## src/rtl/core/rpy_pkg.sv

```systemverilog
// Shared widths, payload structs and the arctangent table for the quaternion to
// roll/pitch/yaw converter. No dependencies.
package rpy_pkg;

  localparam int QUAT_FRAC_BITS = 14;
  localparam int ANGLE_BITS     = 16;
  localparam int CORDIC_STEPS   = 16;

  localparam int Q_W        = 16;
  localparam int PROD_W     = 2 * Q_W;
  localparam int SUM_W      = PROD_W + 2;
  localparam int MAG_W      = SUM_W;
  localparam int AS_W       = 2 * QUAT_FRAC_BITS;
  localparam int ROOT_W     = AS_W + 1;
  localparam int V_W        = 2 * AS_W + 1;
  localparam int TRIAL_W    = V_W + 1;
  localparam int NORM_BITS  = 40;
  localparam int CX_W       = NORM_BITS + 3;
  localparam int ANG_FRAC   = 60;
  localparam int ANG_W      = ANG_FRAC + 2;
  localparam int ACC_W      = 64;
  localparam int TAB_LEN    = 32;
  localparam int CORDIC_N   = (CORDIC_STEPS > TAB_LEN) ? TAB_LEN : CORDIC_STEPS;
  localparam int NORM_N     = 6;
  localparam int IDX_W      = 5;
  localparam int NIDX_W     = 3;
  localparam int NUM_LANES  = 3;
  localparam int ROUND_SH   = ANG_FRAC - (ANGLE_BITS - 1);
  localparam int IN_DATA_W  = 4 * Q_W;
  localparam int OUT_DATA_W = ((3 * ANGLE_BITS + 7) / 8) * 8;

  localparam int LANE_ROLL  = 0;
  localparam int LANE_PITCH = 1;
  localparam int LANE_YAW   = 2;

  localparam logic [63:0] INV_PI_Q64 = 64'h517CC1B727220A95;

  // atan2 operand magnitudes and quadrant signs
  typedef struct packed {
    logic [MAG_W-1:0] mx;
    logic [MAG_W-1:0] my;
    logic             neg_x;
    logic             neg_y;
  } opnd_t;

  // square-root stage payload; roll and yaw operands ride along
  typedef struct packed {
    logic [V_W-1:0]    rem;
    logic [ROOT_W-1:0] root;
    logic [AS_W-1:0]   as;
    logic              sgn;
    logic              lock;
    opnd_t             roll;
    opnd_t             yaw;
  } sqrt_t;

  typedef struct packed {
    logic [NORM_BITS-1:0] x;
    logic [NORM_BITS-1:0] y;
    logic                 zero;
    logic                 neg_x;
    logic                 neg_y;
  } nvec_t;

  typedef struct packed {
    nvec_t [NUM_LANES-1:0] ln;
    logic                  lock;
  } norm_t;

  typedef struct packed {
    logic signed [CX_W-1:0]  x;
    logic signed [CX_W-1:0]  y;
    logic signed [ANG_W-1:0] z;
    logic                    zero;
    logic                    neg_x;
    logic                    neg_y;
  } cvec_t;

  typedef struct packed {
    cvec_t [NUM_LANES-1:0] ln;
    logic                  lock;
  } cord_t;

  typedef logic [63:0] atan_tab_t [TAB_LEN];

  // restoring long division, elaboration only
  function automatic logic [63:0] long_div(input logic [63:0] n, input logic [63:0] d);
    logic [64:0] r;
    logic [63:0] q;
    r = '0;
    q = '0;
    for (int b = 63; b >= 0; b--) begin
      r = {r[63:0], n[b]};
      if (r >= {1'b0, d}) begin
        r    = r - {1'b0, d};
        q[b] = 1'b1;
      end
    end
    return q;
  endfunction

  // atan(2^-i) with pi = 2^60, from a Q60 radian series times 1/pi
  function automatic logic [63:0] atan_entry(input int i);
    logic [63:0]  sum;
    logic [63:0]  term;
    logic [127:0] prod;
    sum = '0;
    if (i == 0) begin
      return 64'd1 << (ANG_FRAC - 2);
    end
    for (int k = 0; k < 31; k++) begin
      if (i * (2 * k + 1) <= 60) begin
        term = long_div(64'd1 << (60 - i * (2 * k + 1)), 64'(2 * k + 1));
        if (k % 2 == 1) sum = sum - term;
        else sum = sum + term;
      end
    end
    prod = {64'd0, sum} * {64'd0, INV_PI_Q64};
    return prod[127:64];
  endfunction

  function automatic atan_tab_t build_tab();
    atan_tab_t t;
    for (int i = 0; i < TAB_LEN; i++) begin
      t[i] = atan_entry(i);
    end
    return t;
  endfunction

  localparam atan_tab_t ATAN_TAB = build_tab();

endpackage

```

## src/rtl/core/rpy_sqrt_cell.sv

```systemverilog
// One result bit of the pipelined integer square root (remainder form).
// Depends on rpy_pkg.
module rpy_sqrt_cell
  import rpy_pkg::*;
(
  input  logic             clk,
  input  logic             rst,
  input  logic [IDX_W-1:0] idx,
  input  logic             in_valid,
  output logic             in_ready,
  input  sqrt_t            in_data,
  output logic             out_valid,
  input  logic             out_ready,
  output sqrt_t            out_data
);

  sqrt_t              data_next;
  logic [TRIAL_W-1:0] trial;
  logic [5:0]         sh1;
  logic [5:0]         sh2;

  assign in_ready = !out_valid || out_ready;

  always_comb begin
    data_next = in_data;
    sh1   = {1'b0, idx} + 6'd1;
    sh2   = {idx, 1'b0};
    trial = ({{(TRIAL_W-ROOT_W){1'b0}}, in_data.root} << sh1)
          + ({{(TRIAL_W-1){1'b0}}, 1'b1} << sh2);
    // keep the bit when (root + 2^b)^2 still fits under the radicand
    if ({1'b0, in_data.rem} >= trial) begin
      data_next.rem  = V_W'({1'b0, in_data.rem} - trial);
      data_next.root = in_data.root | (ROOT_W'(1) << idx);
    end
  end

  always_ff @(posedge clk) begin
    if (rst) begin
      out_valid <= 1'b0;
    end else if (in_ready) begin
      out_valid <= in_valid;
    end
  end

  always_ff @(posedge clk) begin
    if (in_ready && in_valid) begin
      out_data <= data_next;
    end
  end

endmodule

```

## config.mk

```make
export PLATFORM = sky130hd
export DESIGN_NAME = rpy_sqrt_cell
export DESIGN_NICKNAME = d
export VERILOG_FILES = /design/src/rtl/core/rpy_pkg.sv /design/src/rtl/core/rpy_sqrt_cell.sv
export SDC_FILE = /design/constraint.sdc
export NUM_CORES = 1
export LEC_CHECK = 0
export ABC_AREA = 1
export ABC_CLOCK_PERIOD_IN_PS = 30200
export BUFFER_PORTS_ARGS = -buffer_cell sky130_fd_sc_hd__buf_2
export CAP_MARGIN = 0
export CORE_MARGIN = 5
export CORE_UTILIZATION = 47
export CTS_BUF_LIST = sky130_fd_sc_hd__clkbuf_8 sky130_fd_sc_hd__clkbuf_16
export CTS_CLUSTER_DIAMETER = 200
export DETAILED_ROUTE_END_ITERATION = 16
export PLACE_DENSITY = 0.77
export SYNTH_ARGS = -nofsm -noshare
export SYNTH_HDL_FRONTEND = slang
export SYNTH_SLANG_ARGS = --single-unit
```

## constraint.sdc

```tcl
create_clock -name clk -period 30.2 [get_ports clk]
set_input_delay 3.02 -clock clk [delete_from_list [all_inputs] [get_ports clk]]
set_output_delay 3.02 -clock clk [all_outputs]
set_load 0.01 [all_outputs]
```

==> impl_metrics.tcl <==
set metrics [dict create \
    area_delta_synth_final_pct 21.2 \
    first_pass_iters 7 \
    globalRouteOverflowTotal 0 \
    avgSynthCellArea_sq_um 7.75 \
    whs_ns 0.581 \
    r2r-start "out_valid$_SDFFE_PP0N_" \
    pre_cts_ws_ns 18.94 \
    slew_headroom 0.175 \
    root_buffer "clkbuf_16" \
    synth_seq_area_share 0.410 \
    drive_above_1_share 0.217 \
    synth.largest_area_cell "edfxtp_1" \
    finalCritPeriodShare 0.362 \
    tritoncts "yes" \
    core-area_sq_um 39600 \
    critPathMaxStageDelay_ns 0.87 \
    final.setup_skew_ns 0.00801 \
    hold_viol 0 \
    drtAntennaViolNets 0 \
    p_leak_uw 0.0106 \
    holdBufCountCts 0 \
    synth_cell_type_count 53 \
    cp.required_ns 30.52 \
    drt-wirelength-per-cell_um 25.0 \
    tns_ns 0 \
    die_w_um 210 \
    clk_pin_slew_ns 0.07 \
    viasPerCell 5.88 \
    worst_slew_pin_slew_ns 1.24 \
    synth_area_sq_um 18800 \
    p_per_area_nw_per_um2 55.9 \
    timing.max_cap.violations 0 \
    setup_ws_ns 19.25 \
    drc 0 \
    ys_ff_latch 257 \
    clockBufferDepth 3 \
    ys_top_cells_by_count "nand2_1, inv_1, edfxtp_1" \
    setup_viol 0 \
    grt_pass1_wl_um 124000 \
    wirelength_um 86800 \
    synth_top_area_frac 0.409 \
    num_io_pins 523 \
    critical_path_buf_inv_count 7 \
    track_usage 0.372 \
    cts_setup_buffers 0 \
    yosysWarnings 0 \
    synth_edf_count 256 \
    slowest_stage "nand3_2" \
    num-nets-final 3278 \
    synthFlopType "edfxtp_1" \
    cts_made_buffers 29 \
    dp_hpwl_um 71300 \
    status "finished clean" \
    synth_most_common_cell "nand2_1" \
    critical_path_class "in2reg" \
    netlist_instances 2423 \
    synthTopCellsByArea "edfxtp_1, nand2_1, ha_1, nand3_1, inv_1" \
    synth_nets 2783 \
    crit_fanout 57 \
    hp-class "reg2reg" \
    start_util 0.474 \
    critPathTopFamily "simple AND/OR/NAND/NOR gates" \
    antenna_found_initial 6 \
    die_h_um 210 \
    worstPathArrival_ns 11.27 \
    drtIter0Drc 2704 \
    portBuffers 522 \
    min_from "out_valid$_SDFFE_PP0N_" \
    fmax_mhz 91.4 \
    grt_pass1_vias 19000 \
    gp_congestion 1.05 \
    grt_max_degree 88 \
    cts_resized 0 \
    crit_top_cell "nand2_1" \
    clk_latency_ns 0.58 \
    fp.dieArea_sq_um 44100 \
    drv_slew 0 \
    critPathLaunchType "input pin" \
    cts_max_level 1 \
    clock-sinks 257 \
    async_flop_share 0 \
    fin_crit_ns 10.95 \
    placementRows 73 \
    critPathCaptureType "flip-flop" \
    num_vias 20400 \
    rsz0062_at_grt "no" \
    peakVddDrop_mv 0.0415 \
    startpoint "idx[0]" \
]
==> where the power goes <==
| part | total, uW | switching, uW | leakage (uW) | internal (uW) |
|---|---|---|---|---|
| Combinational | 453 | 309 | 0.00764 | 144 |
| Sequential | 447 | 11.0 | 0.00249 | 436 |
| Clock | 372 | 160 | 0.000478 | 212 |
| Total | 1270 | 480 | 0.0106 | 792 |
==> final timing paths <==
check,slack (ns),to,cells past startpoint
setup reg to reg,27.54,out_data[252]$_DFFE_PP_,3
setup / recovery,19.25,out_data[215]$_DFFE_PP_,36
hold reg to reg,0.58,out_valid$_SDFFE_PP0N_,2
hold / removal,0.58,out_valid$_SDFFE_PP0N_,2
==> logic make-up (layout without fill, tap and decap cells) <==
group                      count (synthesis)  after routing  synth area share
AOI/OAI and AO/OA                        328            328            0.0985
xor gates and xnor gates                  87             87            0.0426
adders and majority gates                 95             95            0.0637
buffers and inverters                    345            863            0.0762
DFF                                      257            257             0.410
muxes                                     13             13           0.00693
other                                      0              3                 0
and+or+nand+nor                         1298           1298             0.302
==> sequential cells by signal, indices dropped and copies added, names as in the netlist <==
register,cells
out_valid,1
out_data,256
==> per-stage QoR <==
step,utilization,cells,power (uW),cell area [sq um]
finish,0.574,3469,1270,22800
global route,0.574,3467,1330,22800
CTS,0.574,3466,1260,22800
detailed placement,0.549,3412,893,21800
global placement,0.549,3412,894,21800
floorplan,-,2423,740,18800
==> cells in the final DEF, fill, tap and decap left out, drive strengths merged, types with 94 or more instances in the layout <==
master / Yosys / layout
o21ai: 134 / 134
nor2: 229 / 229
a21oi: 105 / 105
nand4: 115 / 115
edfxtp: 256 / 256
ha: 94 / 94
inv: 272 / 281
nand3: 208 / 208
nand2: 682 / 682
buf: 55 / 536
==> per-layer routing <==
metal,vias to the layer above,GRT usage,routed length (um),share of wire
li1,9270,-,-,-
met1,9609,0.504,34100,0.39
met2,1297,0.599,39000,0.45
met3,206,0.0782,9810,0.11
met4,6,0.124,3870,0.045
met5,-,0,38,0.00044
==> cell type report <==
| type | count | area, sq um |
|---|---|---|
| fill | 3721 | 16900 |
| multi-input combinational | 1821 | 9670 |
| sequential | 257 | 7710 |
| timing repair buffer | 536 | 2720 |
| inverter | 273 | 1020 |
| clock buffer | 29 | 726 |
| tap | 525 | 657 |
| clock inverter | 25 | 262 |
| antenna | 3 | 7.51 |
==> worst min-delay path, delay by kind of cell (launching register included) <==
kind	cells	cell delay [ns]
flops	1	0.35
compound gates	1	0.07
simple gates	1	0.11
(Power assumes the default switching activity.)
