File: config.mk
export PLATFORM = sky130hd
export DESIGN_NAME = rpy_cordic_cell
export DESIGN_NICKNAME = d
export VERILOG_FILES = /design/src/rtl/core/rpy_pkg.sv /design/src/rtl/core/rpy_cordic_cell.sv
export SDC_FILE = /design/constraint.sdc
export NUM_CORES = 2
export LEC_CHECK = 0
export ABC_CLOCK_PERIOD_IN_PS = 18050
export BUFFER_PORTS_ARGS = -buffer_cell sky130_fd_sc_hd__buf_2
export CAP_MARGIN = 20
export CELL_PAD_IN_SITES_DETAIL_PLACEMENT = 0
export CELL_PAD_IN_SITES_GLOBAL_PLACEMENT = 1
export CORE_MARGIN = 4
export CORE_UTILIZATION = 50
export DETAILED_ROUTE_END_ITERATION = 7
export PLACE_DENSITY = 0.95
export SLEW_MARGIN = 20
export SYNTH_ARGS = -nofsm -noshare
export SYNTH_HDL_FRONTEND = slang
export SYNTH_SLANG_ARGS = --single-unit
File: constraint.sdc
create_clock -name clk -period 18.05 [get_ports clk]
set_clock_uncertainty 0.15 [all_clocks]
set_input_delay 0.9025 -clock clk [delete_from_list [all_inputs] [get_ports clk]]
set_output_delay 0.9025 -clock clk [all_outputs]
set_load 0.05 [all_outputs]
File: src/rtl/core/rpy_pkg.sv
// Shared widths, payload structs and the arctangent table for the quaternion to
// roll/pitch/yaw converter. No dependencies.
package rpy_pkg;

  localparam int QUAT_FRAC_BITS = 14;
  localparam int ANGLE_BITS     = 16;
  localparam int CORDIC_STEPS   = 16;

  localparam int Q_W        = 16;
  localparam int PROD_W     = 2 * Q_W;
  localparam int SUM_W      = PROD_W + 2;
  localparam int MAG_W      = SUM_W;
  localparam int AS_W       = 2 * QUAT_FRAC_BITS;
  localparam int ROOT_W     = AS_W + 1;
  localparam int V_W        = 2 * AS_W + 1;
  localparam int TRIAL_W    = V_W + 1;
  localparam int NORM_BITS  = 40;
  localparam int CX_W       = NORM_BITS + 3;
  localparam int ANG_FRAC   = 60;
  localparam int ANG_W      = ANG_FRAC + 2;
  localparam int ACC_W      = 64;
  localparam int TAB_LEN    = 32;
  localparam int CORDIC_N   = (CORDIC_STEPS > TAB_LEN) ? TAB_LEN : CORDIC_STEPS;
  localparam int NORM_N     = 6;
  localparam int IDX_W      = 5;
  localparam int NIDX_W     = 3;
  localparam int NUM_LANES  = 3;
  localparam int ROUND_SH   = ANG_FRAC - (ANGLE_BITS - 1);
  localparam int IN_DATA_W  = 4 * Q_W;
  localparam int OUT_DATA_W = ((3 * ANGLE_BITS + 7) / 8) * 8;

  localparam int LANE_ROLL  = 0;
  localparam int LANE_PITCH = 1;
  localparam int LANE_YAW   = 2;

  localparam logic [63:0] INV_PI_Q64 = 64'h517CC1B727220A95;

  // atan2 operand magnitudes and quadrant signs
  typedef struct packed {
    logic [MAG_W-1:0] mx;
    logic [MAG_W-1:0] my;
    logic             neg_x;
    logic             neg_y;
  } opnd_t;

  // square-root stage payload; roll and yaw operands ride along
  typedef struct packed {
    logic [V_W-1:0]    rem;
    logic [ROOT_W-1:0] root;
    logic [AS_W-1:0]   as;
    logic              sgn;
    logic              lock;
    opnd_t             roll;
    opnd_t             yaw;
  } sqrt_t;

  typedef struct packed {
    logic [NORM_BITS-1:0] x;
    logic [NORM_BITS-1:0] y;
    logic                 zero;
    logic                 neg_x;
    logic                 neg_y;
  } nvec_t;

  typedef struct packed {
    nvec_t [NUM_LANES-1:0] ln;
    logic                  lock;
  } norm_t;

  typedef struct packed {
    logic signed [CX_W-1:0]  x;
    logic signed [CX_W-1:0]  y;
    logic signed [ANG_W-1:0] z;
    logic                    zero;
    logic                    neg_x;
    logic                    neg_y;
  } cvec_t;

  typedef struct packed {
    cvec_t [NUM_LANES-1:0] ln;
    logic                  lock;
  } cord_t;

  typedef logic [63:0] atan_tab_t [TAB_LEN];

  // restoring long division, elaboration only
  function automatic logic [63:0] long_div(input logic [63:0] n, input logic [63:0] d);
    logic [64:0] r;
    logic [63:0] q;
    r = '0;
    q = '0;
    for (int b = 63; b >= 0; b--) begin
      r = {r[63:0], n[b]};
      if (r >= {1'b0, d}) begin
        r    = r - {1'b0, d};
        q[b] = 1'b1;
      end
    end
    return q;
  endfunction

  // atan(2^-i) with pi = 2^60, from a Q60 radian series times 1/pi
  function automatic logic [63:0] atan_entry(input int i);
    logic [63:0]  sum;
    logic [63:0]  term;
    logic [127:0] prod;
    sum = '0;
    if (i == 0) begin
      return 64'd1 << (ANG_FRAC - 2);
    end
    for (int k = 0; k < 31; k++) begin
      if (i * (2 * k + 1) <= 60) begin
        term = long_div(64'd1 << (60 - i * (2 * k + 1)), 64'(2 * k + 1));
        if (k % 2 == 1) sum = sum - term;
        else sum = sum + term;
      end
    end
    prod = {64'd0, sum} * {64'd0, INV_PI_Q64};
    return prod[127:64];
  endfunction

  function automatic atan_tab_t build_tab();
    atan_tab_t t;
    for (int i = 0; i < TAB_LEN; i++) begin
      t[i] = atan_entry(i);
    end
    return t;
  endfunction

  localparam atan_tab_t ATAN_TAB = build_tab();

endpackage

File: src/rtl/core/rpy_cordic_cell.sv
// One vectoring CORDIC micro-rotation on all three lanes.
// Depends on rpy_pkg (arctangent table).
module rpy_cordic_cell
  import rpy_pkg::*;
(
  input  logic             clk,
  input  logic             rst,
  input  logic [IDX_W-1:0] idx,
  input  logic             in_valid,
  output logic             in_ready,
  input  cord_t            in_data,
  output logic             out_valid,
  input  logic             out_ready,
  output cord_t            out_data
);

  cord_t                   data_next;
  logic signed [ANG_W-1:0] tab;
  logic signed [CX_W-1:0]  dx;
  logic signed [CX_W-1:0]  dy;

  assign in_ready = !out_valid || out_ready;
  assign tab      = signed'(ATAN_TAB[idx][ANG_W-1:0]);

  always_comb begin
    data_next = in_data;
    dx = '0;
    dy = '0;
    for (int l = 0; l < NUM_LANES; l++) begin
      dx = in_data.ln[l].y >>> idx;
      dy = in_data.ln[l].x >>> idx;
      if (!in_data.ln[l].y[CX_W-1]) begin
        data_next.ln[l].x = in_data.ln[l].x + dx;
        data_next.ln[l].y = in_data.ln[l].y - dy;
        data_next.ln[l].z = in_data.ln[l].z + tab;
      end else begin
        data_next.ln[l].x = in_data.ln[l].x - dx;
        data_next.ln[l].y = in_data.ln[l].y + dy;
        data_next.ln[l].z = in_data.ln[l].z - tab;
      end
    end
  end

  always_ff @(posedge clk) begin
    if (rst) begin
      out_valid <= 1'b0;
    end else if (in_ready) begin
      out_valid <= in_valid;
    end
  end

  always_ff @(posedge clk) begin
    if (in_ready && in_valid) begin
      out_data <= data_next;
    end
  end

endmodule
==> results <==
- The post-synthesis instance area is 66100 µm².
- The remaining antenna violation count is 0.
- The pin count of the biggest net entering global routing is 127.
- The most used flip-flop cell after synthesis is sky130_fd_sc_hd__edfxtp_1.
- In the routed design, unresolved DRC markers number 0.
- In the final layout, the share of cells above drive strength 1 is 20.9%.
- After synthesis, the cell types taking the most area are sky130_fd_sc_hd__edfxtp_1 21%, sky130_fd_sc_hd__mux4_2 11%, sky130_fd_sc_hd__ha_1 8.5%.
- The final total negative setup slack is 0 ns.
- The tree is rooted in a sky130_fd_sc_hd__clkbuf_16.
- The site row count is 133.
- Port buffering added 918 buffers.
- In the layout the commonest cells are 910 x sky130_fd_sc_hd__buf_2, 672 x sky130_fd_sc_hd__a21oi_1, 609 x sky130_fd_sc_hd__nor2_1, 597 x sky130_fd_sc_hd__nand2_1, 454 x sky130_fd_sc_hd__edfxtp_1.
- Dividing the detail-routed via count by the number of cells gives 6.92.
- In this run the static leakage power is 30.5 nW.
- IR analysis of the VDD net gives a maximum drop of 0.0984 mV.
- The die covers 138000 µm².
- The data arrival at the endpoint of the critical path is 9.98 ns.
- The TritonCTS clock tree is yes.
- The core footprint is 131000 µm².
- Before antenna repair, the detailed router went through 7 iterations.
- The count of flip-flops with a built-in enable after synthesis is 454.
- Once layout is done, the placed cells without fillers occupy 73300 µm².
- The initial antenna violation count is 63.
- Across all hold checks on the routed design, the worst slack comes to 0.232 ns.
- The die extent in x is 372 µm.
- Buffers inserted to repair hold after CTS numbered 0.
- The synthesis-to-layout area growth is 10.8%.
- The number of DRC markers in iteration 0 is 9526.
- The number of setup buffers added after CTS is 0.
- Static timing analysis puts the maximum clock frequency at 0.103 GHz.
- Summed over all layers, the global routing overflow is 0.
- Headroom to the max-slew limit came out at 10.3%.
- The clock period minus worst slack is 9.71 ns.
- The quantity of gates resized following cts is 0.
- The portion of the clock cycle consumed by the worst path in the final layout is 53.8%.
- The most frequent standard cell in the layout excluding fill and tap cells is sky130_fd_sc_hd__buf_2.
- The number of placed instances, taps included is 9672.
- At the pin with the least slew margin, the transition time is 1.34 ns.
- The post-synthesis async set-or-reset flop share is 0%.
- Once layout is complete, the cells apart from fillers number 9820.
- The initial cell density of the core is 50.3%.
- CTS built an H-tree with a depth of 2.
- The global-route wire length before repair is 423 mm.
- The routed length per placed instance is 30.0 µm.
- The number of failing setup endpoints in the final timing report is 0.
- The library cell occupying the most area in the post-synthesis netlist is sky130_fd_sc_hd__edfxtp_1.
- The number of global-route vias before repair is 63800.
- The number of max-capacitance violations reported is 0.
- The later pin in the worst-skew pair is clocked with a latency of 0.67 ns.
- The wire-length estimate of the detail-placed layout is 233 mm.
- The final count of pins violating max slew is 0.
- For the worst setup path, the data required time is 18.32 ns.
- The final worst setup slack is 8.34 ns.
- The Yosys step of the flow raised 0 warnings.
- For this run, the register share of the synthesized area comes to 20.7%.
- Setup repair after global routing left no endpoint under its margin.
- Pin placement for this block handled 919 I/O pins.
- The total count of hold-check failures in the final report is 0.
- The element type at the critical path start is an input pin.
- TritonCTS created 54 clock buffers.
- Clock-pin slew was measured on the worst setup and hold paths at 0.06 ns.
- The total via count after detailed routing is 68000.
- In the final design database the tool counted 8896 nets.
- The CTS sink count is 455.
- The synthesized area divided by synthesized cell count is 8.96 µm².
- The power per cell area is 94.2 nW/µm².
- The startpoint-to-endpoint class of the critical path is in -> reg.
- The pre-CTS setup slack is 7.90 ns.
- The final weighted congestion of routability-driven global placement is 1.04.
- The placement-stage cell area is 71400 µm².
- The longest clock path from root to sink contains 3 buffers.
- The die extent in y is 372 µm.
- The synthesized instance count is 7377.
- The type of destination of the critical path is a flip-flop.
- The share of synthesized area in the top cell type comes to 20.6%.
- The wire length after detailed routing is 295 mm.
- The total of flip-flops plus latches after synthesis is 455.
- Global routing used 40.6% of the available tracks across all layers.
- The highest fanout seen on the critical path is 78.
- The number of distinct standard cells referenced by the synthesized netlist is 112.
- The min-delay analysis places its worst path in the category in -> reg.
- When the netlist entered floorplanning its net count stood at 8299.
- The flow ran to the end, and the final reports show no timing, DRC or antenna violations.
==> where the power goes <==
part / switching (mW) / internal, mW
clock network: 0.499 / 0.625
registers: 0.119 / 1.53
logic: 2.80 / 1.33
==> logic make-up (layout without fill, tap and decap cells) <==
| kind of cell | after synthesis | count (layout) | synth area share, % |
|---|---|---|---|
| compound gates | 2276 | 2276 | 22.1 |
| other cells | 0 | 46 | 0 |
| simple gates | 2049 | 2049 | 14.9 |
| mux | 875 | 875 | 20.7 |
| fa+ha+maj | 459 | 459 | 8.79 |
| buf+inv | 627 | 1269 | 4.46 |
| flops | 455 | 455 | 20.7 |
| xor+xnor | 636 | 636 | 8.44 |
==> sequential cells by signal (all words and copies together), names as in the netlist <==
signal,count
out_valid,1
out_data,454
==> metrics by stage <==
step	power (mW)	util (%)
after floorplan	4.58	-
after global placement	5.66	54.3
after detailed placement	5.69	54.3
after CTS	6.83	55.6
after global routing	7.22	55.7
final	6.90	55.7
==> critical path, cell delays in order <==
cell and delay, ns:
sky130_fd_sc_hd__buf_8 0.41, sky130_fd_sc_hd__inv_6 0.32, sky130_fd_sc_hd__buf_4 0.47, sky130_fd_sc_hd__ha_1 0.94, sky130_fd_sc_hd__nor2b_1 0.29, sky130_fd_sc_hd__o21ai_0 0.12, sky130_fd_sc_hd__a31oi_1 0.49, sky130_fd_sc_hd__inv_1 0.13
sky130_fd_sc_hd__nor4_1 0.75, sky130_fd_sc_hd__and3b_1 0.46, sky130_fd_sc_hd__and3b_1 0.27, sky130_fd_sc_hd__nor2_1 0.07, sky130_fd_sc_hd__xnor2_1 0.16, sky130_fd_sc_hd__ha_1 0.38, sky130_fd_sc_hd__nand4_1 0.18, sky130_fd_sc_hd__nor4_1 0.51
sky130_fd_sc_hd__a211oi_1 0.14, sky130_fd_sc_hd__a21boi_0 0.47, sky130_fd_sc_hd__o21ai_0 0.31, sky130_fd_sc_hd__o21ai_0 0.49, sky130_fd_sc_hd__a31oi_1 0.36, sky130_fd_sc_hd__o41ai_1 0.73, sky130_fd_sc_hd__a41o_1 0.27, sky130_fd_sc_hd__a21oi_1 0.07
sky130_fd_sc_hd__xnor2_1 0.14
==> metal layers <==
layer	vias to the layer above	track usage, %	part of all wire (%)
li1	29600	-	-
met1	32300	49.5	37
met2	4857	61.7	43
met3	1167	12.5	12
met4	34	26.8	8.1
met5	-	0.0356	0.070
==> area by class of cell <==
class                           count  area, µm²
Sequential cell                   455      13700
Antenna cell                       46        115
Clock buffer                       67       1430
Fill cell                       12100      58200
Inverter                          164        633
Multi-Input combinational cell   6295      49600
Timing Repair Buffer             1004       5330
Clock inverter                     34        339
Tap cell                         1755       2200
==> cell usage after synthesis (all sizes together) (34+ instances only) <==
library cell,instances
nor2,613
xor2,240
xnor2,396
or3,35
ha,450
clkbuf,235
nand3,130
a22oi,43
nand2,601
inv,159
mux4,368
buf,228
edfxtp,454
a211oi,78
o211ai,52
nand4,74
nor2b,90
o21a,95
o21ai,430
o31ai,34
o22ai,83
and2,70
o21bai,75
mux2,135
nand2b,90
mux2i,372
a31oi,118
a21o,266
a21oi,672
nor3,121
and3,60
==> worst paths after layout <==
path	from	endpoint	slack (ns)	cells past startpoint
worst min-delay path	rst	out_valid$_SDFFE_PP0N_	0.23	2
worst max-delay path	idx[1]	out_data[364]$_DFFE_PP_	8.34	25
worst max register to register	out_valid$_SDFFE_PP0N_	out_data[71]$_DFFE_PP_	14.03	5
worst min register to register	out_valid$_SDFFE_PP0N_	out_valid$_SDFFE_PP0N_	0.38	2
No activity file was read; power rests on OpenSTA's default activity.
